`config.mk`:
```
export PLATFORM = sky130hd
export DESIGN_NAME = stepper_speed_ramp_step_period
export DESIGN_NICKNAME = d
export VERILOG_FILES = /design/src/ssrsp_pkg.sv /design/src/ssrsp_ctrl.sv /design/src/ssrsp_dp.sv /design/src/stepper_speed_ramp_step_period.sv
export VERILOG_INCLUDE_DIRS = /design/src /design/src/src
export SDC_FILE = /design/constraint.sdc
export NUM_CORES = 1
export LEC_CHECK = 0
export ABC_AREA = 1
export ABC_CLOCK_PERIOD_IN_PS = 17300
export BUFFER_PORTS_ARGS = -buffer_cell sky130_fd_sc_hd__buf_2
export CAP_MARGIN = 30
export CORE_AREA = 2 2 258 209
export DETAILED_ROUTE_END_ITERATION = 6
export DIE_AREA = 0 0 260 211
export GPL_TIMING_DRIVEN = 0
export PLACE_DENSITY = 0.67
export SLEW_MARGIN = 20
export SYNTH_ARGS = -nofsm -noshare
export SYNTH_HDL_FRONTEND = slang
export SYNTH_SLANG_ARGS = --single-unit
```
`constraint.sdc`:
```
create_clock -name clk -period 17.3 [get_ports clk]
set_input_delay 0.865 -clock clk [delete_from_list [all_inputs] [get_ports clk]]
set_output_delay 0.865 -clock clk [all_outputs]
set_load 0.05 [all_outputs]
```
`src/stepper_speed_ramp_step_period_defines.svh`:
```
// assertion macros for the stepper speed ramp block
// used by the top level only, no other dependencies
`ifndef STEPPER_SPEED_RAMP_STEP_PERIOD_DEFINES_SVH
`define STEPPER_SPEED_RAMP_STEP_PERIOD_DEFINES_SVH

// same-cycle implication, checked out of reset
`define SSRSP_ASSERT_NOW(lbl, clk, rst_n, ante, cons, msg) \
  lbl: assert property (@(posedge clk) disable iff (!rst_n) (ante) |-> (cons)) \
    else $error(msg);

// next-cycle implication, checked out of reset
`define SSRSP_ASSERT_NEXT(lbl, clk, rst_n, ante, cons, msg) \
  lbl: assert property (@(posedge clk) disable iff (!rst_n) (ante) |=> (cons)) \
    else $error(msg);

`endif

```
`src/ssrsp_pkg.sv`:
```
// shared types and constants for the stepper speed ramp block
// no dependencies
`default_nettype none

package ssrsp_pkg;

  // field widths
  localparam int SPEED_W  = 16;
  localparam int COUNT_W  = 16;
  localparam int PERIOD_W = 20;
  localparam int CFG_IDX_W = 1;

  // default fraction bits of the speed format
  localparam int SPEED_FRAC_BITS_DEF = 8;

  // constants of the ramp and period maths
  localparam logic [PERIOD_W-1:0] US_PER_SEC   = 20'd1000000;
  localparam logic [SPEED_W-1:0]  RECIP5       = 16'd52429;  // ceil(2^18 / 5)
  localparam int                  RECIP5_SHIFT = 18;
  localparam logic [SPEED_W-1:0]  SPR_RESET    = 16'd200;

  // configuration register indexes
  localparam logic [CFG_IDX_W-1:0] REG_TARGET_SPEED  = 1'b0;
  localparam logic [CFG_IDX_W-1:0] REG_STEPS_PER_REV = 1'b1;

  // controller to datapath commands
  typedef struct packed {
    logic load_in;
    logic ramp_mul;
    logic ramp_upd;
    logic sps_mul;
    logic div_init;
    logic div_step;
    logic load_out;
  } ssrsp_cmd_t;

  // datapath to controller status
  typedef struct packed {
    logic moving;
  } ssrsp_sts_t;

endpackage

`default_nettype wire

```
`src/ssrsp_ctrl.sv`:
```
// controller state machine for the stepper speed ramp block
// depends on ssrsp_pkg
`default_nettype none

module ssrsp_ctrl import ssrsp_pkg::*; (
  input  wire logic       clk,
  input  wire logic       rst_n,
  input  wire logic       in_valid,
  output logic            in_ready,
  output logic            out_valid,
  input  wire logic       out_ready,
  input  wire ssrsp_sts_t sts,
  output ssrsp_cmd_t      cmd
);

  localparam int CNT_W = $clog2(PERIOD_W + 1);

  typedef enum logic [6:0] {
    S_IDLE  = 7'b0000001,
    S_RMUL  = 7'b0000010,
    S_RUPD  = 7'b0000100,
    S_SMUL  = 7'b0001000,
    S_DINIT = 7'b0010000,
    S_DIV   = 7'b0100000,
    S_DONE  = 7'b1000000
  } ssrsp_state_t;

  ssrsp_state_t     state_r, state_nxt;
  logic [CNT_W-1:0] cnt_r, cnt_nxt;
  logic             out_valid_r, out_valid_nxt;
  logic             out_free;

  assign in_ready  = (state_r == S_IDLE);
  assign out_valid = out_valid_r;
  assign out_free  = !out_valid_r || out_ready;

  // next state and commands
  always_comb begin
    state_nxt     = state_r;
    cnt_nxt       = cnt_r;
    cmd           = '0;
    out_valid_nxt = out_valid_r && !out_ready;
    unique case (state_r)
      S_IDLE: begin
        if (in_valid) begin
          cmd.load_in = 1'b1;
          state_nxt   = S_RMUL;
        end
      end
      S_RMUL: begin
        cmd.ramp_mul = 1'b1;
        state_nxt    = S_RUPD;
      end
      S_RUPD: begin
        cmd.ramp_upd = 1'b1;
        state_nxt    = S_SMUL;
      end
      S_SMUL: begin
        cmd.sps_mul = 1'b1;
        state_nxt   = sts.moving ? S_DINIT : S_DONE;
      end
      S_DINIT: begin
        cmd.div_init = 1'b1;
        cnt_nxt      = CNT_W'(PERIOD_W);
        state_nxt    = S_DIV;
      end
      S_DIV: begin
        cmd.div_step = 1'b1;
        cnt_nxt      = cnt_r - 1'b1;
        if (cnt_r == CNT_W'(1)) begin
          state_nxt = S_DONE;
        end
      end
      S_DONE: begin
        if (out_free) begin
          cmd.load_out  = 1'b1;
          out_valid_nxt = 1'b1;
          state_nxt     = S_IDLE;
        end
      end
      default: begin
        state_nxt = S_IDLE;
      end
    endcase
  end

  // state registers
  always_ff @(posedge clk) begin
    if (!rst_n) begin
      state_r     <= S_IDLE;
      cnt_r       <= '0;
      out_valid_r <= 1'b0;
    end else begin
      state_r     <= state_nxt;
      cnt_r       <= cnt_nxt;
      out_valid_r <= out_valid_nxt;
    end
  end

endmodule

`default_nettype wire

```
`src/ssrsp_dp.sv`:
```
// datapath for the stepper speed ramp block: config, speed state,
// ramp multiply, steps-per-second multiply, radix-2 divider, output word
// depends on ssrsp_pkg
`default_nettype none

module ssrsp_dp import ssrsp_pkg::*; #(
  parameter int SPEED_FRAC_BITS = SPEED_FRAC_BITS_DEF
) (
  input  wire logic                 clk,
  input  wire logic                 rst_n,
  input  wire logic                 cfg_we,
  input  wire logic [CFG_IDX_W-1:0] cfg_index,
  input  wire logic [SPEED_W-1:0]   cfg_wdata,
  input  wire logic [COUNT_W-1:0]   in_step_count,
  input  wire ssrsp_cmd_t           cmd,
  output ssrsp_sts_t                sts,
  output logic [COUNT_W-1:0]        out_steps_moved,
  output logic                      out_moving,
  output logic [PERIOD_W-1:0]       out_step_period_us,
  output logic [SPEED_W-1:0]        out_speed_now
);

  localparam int PROD_W = 2 * SPEED_W;
  localparam int SPS_W  = PROD_W - SPEED_FRAC_BITS;
  localparam int Q5_W   = PROD_W - RECIP5_SHIFT;
  localparam logic [SPEED_W-1:0] QUARTER = SPEED_W'(1 << (SPEED_FRAC_BITS - 2));
  localparam logic [SPEED_W-1:0] HALF    = SPEED_W'(1 << (SPEED_FRAC_BITS - 1));

  logic [SPEED_W-1:0]  target_r, spr_r, speed_r;
  logic [COUNT_W-1:0]  count_r;
  logic                snap_r, neg_r;
  logic [Q5_W-1:0]     q5_r;
  logic [PROD_W-1:0]   sps_prod_r;
  logic [SPS_W-1:0]    den_r, rem_r;
  logic [PERIOD_W-1:0] quo_r;

  logic [SPEED_W:0]    gap;
  logic [SPEED_W-1:0]  mag;
  logic [SPEED_W-1:0]  step5;
  logic [SPEED_W-1:0]  speed_nxt;
  logic                moving;
  logic [SPS_W-1:0]    sps;
  logic [SPS_W:0]      trial;
  logic                take;

  // configuration registers
  always_ff @(posedge clk) begin
    if (!rst_n) begin
      target_r <= '0;
      spr_r    <= SPR_RESET;
    end else if (cfg_we) begin
      unique case (cfg_index)
        REG_TARGET_SPEED:  target_r <= cfg_wdata;
        REG_STEPS_PER_REV: spr_r    <= cfg_wdata;
        default: ;
      endcase
    end
  end

  // signed gap and its magnitude
  assign gap = {1'b0, target_r} - {1'b0, speed_r};
  assign mag = gap[SPEED_W] ? SPEED_W'(-gap) : gap[SPEED_W-1:0];

  // one fifth of the gap, truncated toward zero, from the reciprocal product
  assign step5 = SPEED_W'(q5_r);
  always_comb begin
    if (snap_r) begin
      speed_nxt = target_r;
    end else if (neg_r) begin
      speed_nxt = speed_r - step5;
    end else begin
      speed_nxt = speed_r + step5;
    end
  end

  assign moving     = (speed_r > HALF);
  assign sts.moving = moving;

  // steps per second, never below one
  assign sps = (sps_prod_r[PROD_W-1:SPEED_FRAC_BITS] == '0) ? SPS_W'(1)
                                                          : sps_prod_r[PROD_W-1:SPEED_FRAC_BITS];

  // restoring divider step
  assign trial = {rem_r, quo_r[PERIOD_W-1]};
  assign take  = (trial >= {1'b0, den_r});

  // speed state
  always_ff @(posedge clk) begin
    if (!rst_n) begin
      speed_r <= '0;
    end else if (cmd.ramp_upd) begin
      speed_r <= speed_nxt;
    end
  end

  // working registers
  always_ff @(posedge clk) begin
    if (cmd.load_in) begin
      count_r <= in_step_count;
    end
    if (cmd.ramp_mul) begin
      snap_r <= (mag < QUARTER);
      neg_r  <= gap[SPEED_W];
      q5_r   <= Q5_W'((PROD_W'(mag) * PROD_W'(RECIP5)) >> RECIP5_SHIFT);
    end
    if (cmd.sps_mul) begin
      sps_prod_r <= speed_r * spr_r;
    end
    if (cmd.div_init) begin
      den_r <= sps;
      rem_r <= '0;
      quo_r <= US_PER_SEC;
    end else if (cmd.div_step) begin
      rem_r <= take ? SPS_W'(trial - {1'b0, den_r}) : trial[SPS_W-1:0];
      quo_r <= {quo_r[PERIOD_W-2:0], take};
    end
  end

  // output word
  always_ff @(posedge clk) begin
    if (cmd.load_out) begin
      out_steps_moved    <= moving ? count_r : '0;
      out_moving         <= moving;
      out_step_period_us <= moving ? quo_r : '0;
      out_speed_now      <= speed_r;
    end
  end

endmodule

`default_nettype wire

```
`src/stepper_speed_ramp_step_period.sv`:
```
// top level of the stepper speed ramp block with step period
// depends on ssrsp_pkg, ssrsp_ctrl, ssrsp_dp and the assertion macro header
//
//   channel  ports                      direction  words
//   in       in_valid / in_ready        to block   step request
//   out      out_valid / out_ready      from block one result per request
//   cfg      cfg_we / cfg_index         to block   register write, no wait
//
// a batch runs ramp multiply, ramp update and steps-per-second multiply,
// then, if moving, the 20-step radix-2 divider for the period
// in_ready is high only while the controller is idle; a held result stalls
// the next batch at its last stage, not at acceptance
// rst_n is synchronous: speed clears, target to zero, steps per rev to 200
`default_nettype none
`include "stepper_speed_ramp_step_period_defines.svh"

module stepper_speed_ramp_step_period import ssrsp_pkg::*; #(
  parameter int SPEED_FRAC_BITS = SPEED_FRAC_BITS_DEF
) (
  input  wire logic                 clk,
  input  wire logic                 rst_n,
  input  wire logic                 cfg_we,
  input  wire logic [CFG_IDX_W-1:0] cfg_index,
  input  wire logic [SPEED_W-1:0]   cfg_wdata,
  input  wire logic                 in_valid,
  output logic                      in_ready,
  input  wire logic [COUNT_W-1:0]   in_step_count,
  output logic                      out_valid,
  input  wire logic                 out_ready,
  output logic [COUNT_W-1:0]        out_steps_moved,
  output logic                      out_moving,
  output logic [PERIOD_W-1:0]       out_step_period_us,
  output logic [SPEED_W-1:0]        out_speed_now
);

  localparam logic [SPEED_W-1:0] HALF = SPEED_W'(1 << (SPEED_FRAC_BITS - 1));

  ssrsp_cmd_t cmd;
  ssrsp_sts_t sts;

  // controller
  ssrsp_ctrl u_ctrl (
    .clk       (clk),
    .rst_n     (rst_n),
    .in_valid  (in_valid),
    .in_ready  (in_ready),
    .out_valid (out_valid),
    .out_ready (out_ready),
    .sts       (sts),
    .cmd       (cmd)
  );

  // datapath
  ssrsp_dp #(
    .SPEED_FRAC_BITS (SPEED_FRAC_BITS)
  ) u_dp (
    .clk                (clk),
    .rst_n              (rst_n),
    .cfg_we             (cfg_we),
    .cfg_index          (cfg_index),
    .cfg_wdata          (cfg_wdata),
    .in_step_count      (in_step_count),
    .cmd                (cmd),
    .sts                (sts),
    .out_steps_moved    (out_steps_moved),
    .out_moving         (out_moving),
    .out_step_period_us (out_step_period_us),
    .out_speed_now      (out_speed_now)
  );

  // checks
  `SSRSP_ASSERT_NEXT(a_busy_after_accept, clk, rst_n, in_valid && in_ready, !in_ready, "block took a second word while busy")
  `SSRSP_ASSERT_NOW(a_stopped_zero, clk, rst_n, out_valid && !out_moving, out_step_period_us == '0 && out_steps_moved == '0, "stopped result carries steps or period")
  `SSRSP_ASSERT_NOW(a_moving_fast, clk, rst_n, out_valid && out_moving, out_speed_now > HALF, "moving result at or below half speed")

endmodule

`default_nettype wire
```
==> run summary, run 1 <==
Outcome: finished clean
Largest delay share family, worst path: adder cells
WP buf/inv: 12
Mapped Cells: 3206
# diodes: 0
Synthesized netlist net count: 3815
# rows: 75
Max_cap viols: 0
Gpl congestion: 0.9556
Gr usage total: 25.93%
Initial Utilization: 49.85%
Flip-flop and latch count after synthesis: 238
Total setup buffers inserted after CTS: 0
Clk_lat worst skew: 0.57 ns
Nets: 3941
Slowest stage cell, crit path: buf_1
Vias post-DR: 20988
Compound-Gate Fraction of Synth Area: 9.022%
Period utilization: 52.80%
Resize count post-CTS: 0
Total wire length: 69.53 mm
Worst Path Required: 17.61 ns
Area Overhead vs Synth: 8.694%
Area of the mapped netlist: 25960 µm²
Crit path DAT: 9.45 ns
Worst setup EP type: flop
Top-Level Pins: 93
Final min period: 9.135 ns
DP HPWL: 57.95 mm
Warnings, synthesis: 0
Final Slew Violations: 0
Clock Sinks: 238
RSZ-0062 raised after global routing: no
Clk slew on worst S/H paths: 0.06 ns
Async set-reset flop share out of synthesis: 0%
R2R cell count: 33
Pre-Repair DR Iteration Count: 6
Synthesized area per cell: 8.098 µm²
CTS tree: yes
Core area: 52080 µm²
Port Buffers: 92
Worst path max stage delay: 0.62 ns
Setup_tns: 0 ns
Slew margin rel.: 33.84%
Share of cells above drive strength 1: 6.146%
FMAX: 109.5 MHz
Worst Hold Depth: 0
Routed Antenna Nets: 0
Sequential-to-total area share from yosys stat: 23.48%
Synth cell types: 55
Iter 0 DRT Violations: 2051
Startpoint Class: flop
Initial antenna violation count: 1
EDFF count, synth: 133
WL per Instance: 17.19 µm
Worst path most repeated cell: inv_1
Final hold vios: 0
Clk buf depth: 3
Crit path depth: 33
Crit path max fanout: 10
Root Driver: clkbuf_16
Hold-fix buffers at CTS: 0
Worst slew pin tran: 0.9833 ns
Die area: 54860 µm²
Hold crit path type: flop to flop
Top FF cell, synth: edfxtp_1
Simple-gate share of the synthesized area: 16.71%
Vias in the first global route: 20285
Adder-Cell Fraction of Synth Area: 35.47%
Largest family of logic cells by synthesized area: adder cells
Die width: 260 µm
Mux cell area share after synthesis: 0%
H-tree depth: 1
TritonCTS buffer count: 26
Setup CP Type: flop to flop
First-pass GRT wire length: 110.8 mm
Xor-xnor portion of the synthesized cell area: 2.665%
Remaining routing DRC violations: 0
Routed vias/inst: 5.189
Largest net degree at the start of global routing: 34
Overall die height: 211 µm
GRT overflow: 0
Setup Viol. Count Final: 0
Final Skew: 0.01684 ns
registers in the layout, summed over array words and instances (netlist names), 14 cells and up:
| register | count |
|---|---|
| u_dp.den_r | 24 |
| u_dp.out_steps_moved | 16 |
| u_dp.sps_prod_r | 24 |
| u_dp.spr_r | 16 |
| u_dp.count_r | 16 |
| u_dp.target_r | 16 |
| u_dp.quo_r | 20 |
| u_dp.rem_r | 24 |
| u_dp.out_step_period_us | 20 |
| u_dp.q5_r | 14 |
| u_dp.out_speed_now | 16 |
| u_dp.speed_r | 16 |
worst paths after layout:
kind / endpoint / startpoint / slack, ns
setup / recovery: u_dp.q5_r[10] / u_dp.speed_r[11] / 8.17
setup reg to reg: u_dp.q5_r[10] / u_dp.speed_r[11] / 8.17
hold reg to reg: u_dp.out_speed_now[15] / u_dp.speed_r[15] / 0.44
hold / removal: u_dp.out_speed_now[15] / u_dp.speed_r[15] / 0.44
final cells by class:
| class | count | area (µm²) |
|---|---|---|
| timing repair buffer | 98 | 533.0 |
| fill | 4952 | 23860 |
| tap | 693 | 867.1 |
| clock buffer | 28 | 658.1 |
| inverter | 744 | 2793 |
| clock inverter | 20 | 182.7 |
| multi-input combinational | 2103 | 16600 |
| sequential | 238 | 6096 |
| buffer | 121 | 491.7 |
layer usage:
metal  vias up  share of wire (%)  track usage [%]
li1      10264                  -                -
met5         -              0.026                0
met4         4                1.5            4.023
met1      9786                 49            40.72
met3        77                 12            9.167
met2       857                 37            34.12
layout by cell type (no fill, tap or decap), types with 5 or more instances in the layout:
cell type  synthesis  layout
a21o_1            12      12
a21oi_1          168     168
a221oi_1           6       6
a22oi_1           10      10
a31oi_1           27      27
buf_1             11      11
buf_2              8     102
clkbuf_1          97      99
clkbuf_16          0      26
clkinv_2           0       6
dfxtp_1          105     105
edfxtp_1         133     133
fa_1             275     275
ha_1             296     296
inv_1            739     739
nand2_1          631     631
nand2_2           15      15
nand3_1           74      74
nand4_1           36      36
nor2_1           212     210
nor2_2             6       7
nor3_1            26      26
nor4_1            19      18
o211ai_1          13      13
o21ai_0          121     121
o21ai_1            5       5
o21bai_1          11      11
o22ai_1           13      13
or2_2              5       5
xnor2_1           22      22
xor2_1            57      57
Yosys cell counts, types with 3 or more instances:
cell type / count / area [µm²]
nand4_1: 36 / 225.2
ha_1: 296 / 3704
xnor2_1: 22 / 192.7
clkbuf_1: 97 / 364.1
o211ai_1: 13 / 97.59
a221oi_1: 6 / 52.55
fa_1: 275 / 5505
o21a_1: 4 / 30.03
nor3_1: 26 / 130.1
a31oi_1: 27 / 168.9
dfxtp_1: 105 / 2102
a2111oi_0: 3 / 26.28
a21oi_1: 168 / 840.8
nor2_1: 212 / 795.8
a21boi_0: 3 / 22.52
nand2_2: 15 / 93.84
nor4_1: 19 / 118.9
nand3_1: 74 / 370.4
inv_2: 4 / 15.01
a21o_1: 12 / 90.09
inv_1: 739 / 2774
o21ai_0: 121 / 605.6
nand2_4: 3 / 33.78
edfxtp_1: 133 / 3994
o21bai_1: 11 / 82.58
xor2_1: 57 / 499.2
o22ai_1: 13 / 81.33
buf_1: 11 / 41.29
a22oi_1: 10 / 75.07
a21oi_2: 3 / 26.28
buf_2: 8 / 40.04
or2_2: 5 / 31.28
o21ai_1: 5 / 25.02
nand3_2: 4 / 40.04
nor2_2: 6 / 37.54
nand2_1: 631 / 2369
o31ai_1: 4 / 30.03
buf_6: 3 / 33.78
worst reg2reg max path: cells and delay by family (launching register included):
family                   cells  cell delay, ns
AO/OA/AOI/OAI                3            0.54
adder cells (fa/ha/maj)      8            3.94
XOR/XNOR                     1            0.38
AND/OR/NAND/NOR              9            1.29
buffers and inverters       12            2.37
flip-flops                   1            0.39
kinds of logic after synthesis:
family / Yosys count
adders and majority gates: 571
and+or+nand+nor: 1040
xor gates and xnor gates: 79
AOI/OAI and AO/OA: 413
buffers and inverters: 865
DFF: 238
stage by stage:
step,util (%),setup WS [ns],instance area [µm²],hold slack (ns),cells
after floorplan,-,10.02,25960,0.4064,3206
after global routing,54.18,7.642,28220,0.4567,4045
final,54.18,8.165,28220,0.4430,4045
after CTS,54.18,8.366,28220,0.4514,4045
after global placement,52.40,8.339,27290,0.4241,3991
after detailed placement,52.57,8.352,27380,0.4338,3997
Power of run 1 is left out: the tool's default activity adds up to more than one toggle a clock period on the data nets, which glitch-free logic cannot reach.
==> run 2, diff against run 1 <==
Settings changed: ABC_CLOCK_PERIOD_IN_PS 17300 to 7900, PLACE_DENSITY 0.67 to 0.7.
Clock period 17.3 ns to 7.9 ns, I/O delays scaled along.
==> run 2 against run 1 <==
The run now ends with design-rule violations left. Die area did not move. Via count rose by 0.85%. Maximum frequency rose by 19%. Final area rose by 2.1%. Sequential share of layout area fell by 0.41 points. Core utilization rose by 1.1 points. Final cell count rose by 0.54%. Clock skew fell by 0.0023 ns. Routed wire length rose by 0.23%. Hold slack got worse by 0.37 ns. Highest routed layer is now met4.
==> run summary, run 2 (synthesized netlist as in run 1, its figures left out) <==
Port Buffers: 92
Setup Viol. Count Final: 0
Remaining routing DRC violations: 33
Routed Antenna Nets: 0
Vias in the first global route: 20279
Worst setup EP type: flop
WL per Instance: 17.14 µm
Gpl congestion: 0.9403
Slowest stage cell, crit path: fa_1
Initial Utilization: 49.85%
DP HPWL: 57.62 mm
# rows: 75
Clk_lat worst skew: 0.56 ns
Most frequent cells in the layout: 734 x inv_1, 631 x nand2_1, 286 x ha_1, 275 x fa_1, 207 x nor2_1
Failing checks: design-rule violations
Period utilization: 96.89%
Startpoint Class: flop
Total wire length: 69.69 mm
Setup_tns: 0 ns
GRT overflow: 0
Vias post-DR: 21166
Root Driver: clkbuf_16
TritonCTS buffer count: 25
Commonest non-fill, non-tap cell in the layout: inv_1
Area Overhead vs Synth: 10.98%
Final Slew Violations: 0
R2R cell count: 30
CTS tree: yes
Area of the multi-input gates: 16820 µm²
FMAX: 130.7 MHz
H-tree depth: 1
Die width: 260 µm
Max_cap viols: 0
Top-Level Pins: 93
Share of cells above drive strength 1: 8.183%
Crit path DAT: 7.96 ns
Worst path max stage delay: 0.55 ns
Outcome: finished, violations left
Clock Sinks: 238
Die area: 54860 µm²
Initial antenna violation count: 0
Pre-Repair DR Iteration Count: 7
Setup CP Type: flop to flop
Routed vias/inst: 5.204
Biggest regs: u_dp.den_r (24), u_dp.rem_r (24), u_dp.sps_prod_r (24)
Slew margin rel.: 34.65%
Hold crit path type: primary input to flop
Worst Path Required: 8.20 ns
Clk buf depth: 3
Core area: 52080 µm²
Gr usage total: 25.75%
Fill count: 4829
Worst slew pin tran: 0.9699 ns
Iter 0 DRT Violations: 1758
Largest net degree at the start of global routing: 34
Final min period: 7.654 ns
Crit path max fanout: 9
Nets: 3963
Worst Hold Depth: 3
Seq. cell area: 6107 µm²
Clk slew on worst S/H paths: 0.07 ns
Final Skew: 0.01452 ns
Final hold vios: 0
Overall die height: 211 µm
Fin util: 55.32%
First-pass GRT wire length: 110.6 mm
-- run 2: changes by cell type in the layout (fill, tap and decap cells not counted), sizes merged --
cell and delta:
bufinv +1, clkbuf -4, inv +3, dlygate4sd3 +16, diode +1, clkinv -6
buf +11
-- run 2: layout make-up --
type / instances / area share, %
Inverter: 744 / 9.702
Multi-Input combinational cell: 2103 / 58.38
Antenna cell: 1 / 0.008685
Tap cell: 693 / 3.010
Sequential cell: 238 / 21.20
Clock buffer: 28 / 2.210
Clock inverter: 18 / 0.7296
Timing Repair Buffer: 126 / 2.762
Buffer: 116 / 1.998
-- run 2: per-layer routing --
metal / track usage (%) / vias to the layer above / share of wire (%)
met5: 0 / - / 0
met4: 3.349 / 0 / 1.2
met3: 8.531 / 66 / 12
met2: 35.13 / 888 / 39
met1: 40.01 / 9911 / 48
li1: - / 10301 / -
-- run 2: repair_timing --
item / CTS / global route
gates cloned: 0 / 0
hold endpoints to repair: 16 / 0
resized for setup: 52 / 67
pin swaps: 2 / 5
hold buffers: 16 / 0
setup endpoints to repair: 14 / 14
setup buffers: 3 / 9
-- run 2: worst paths after layout --
path | from | to | slack (ns)
max | u_dp.speed_r[4] | u_dp.q5_r[12] | 0.25
min | cfg_wdata[3] | u_dp.spr_r[3] | 0.07
max reg2reg | u_dp.speed_r[4] | u_dp.q5_r[12] | 0.25
min reg2reg | u_dp.speed_r[9] | u_dp.out_speed_now[9] | 0.47
-- run 2: through the flow --
stage	hold slack, ns	instances	setup slack, ns	area [µm²]
CTS	0.06053	4060	-0.01214	28570
floorplan	0.4064	3206	0.6181	25960
global placement	0.4518	3991	-1.138	27290
detailed placement	0.4614	3997	-1.221	27390
finish	0.07295	4067	0.2460	28810
global route	0.08082	4066	-0.02406	28810
-- run 2: critical path, delay by kind of cell (launching register included) --
family                   cells  cell delay [ns]
AO/OA/AOI/OAI                3             0.63
XOR/XNOR                     2             0.70
adder cells (fa/ha/maj)      8             3.63
buffers and inverters        7             0.83
flip-flops                   1             0.43
AND/OR/NAND/NOR             10             1.16
Power of run 2 is left out for the same reason.
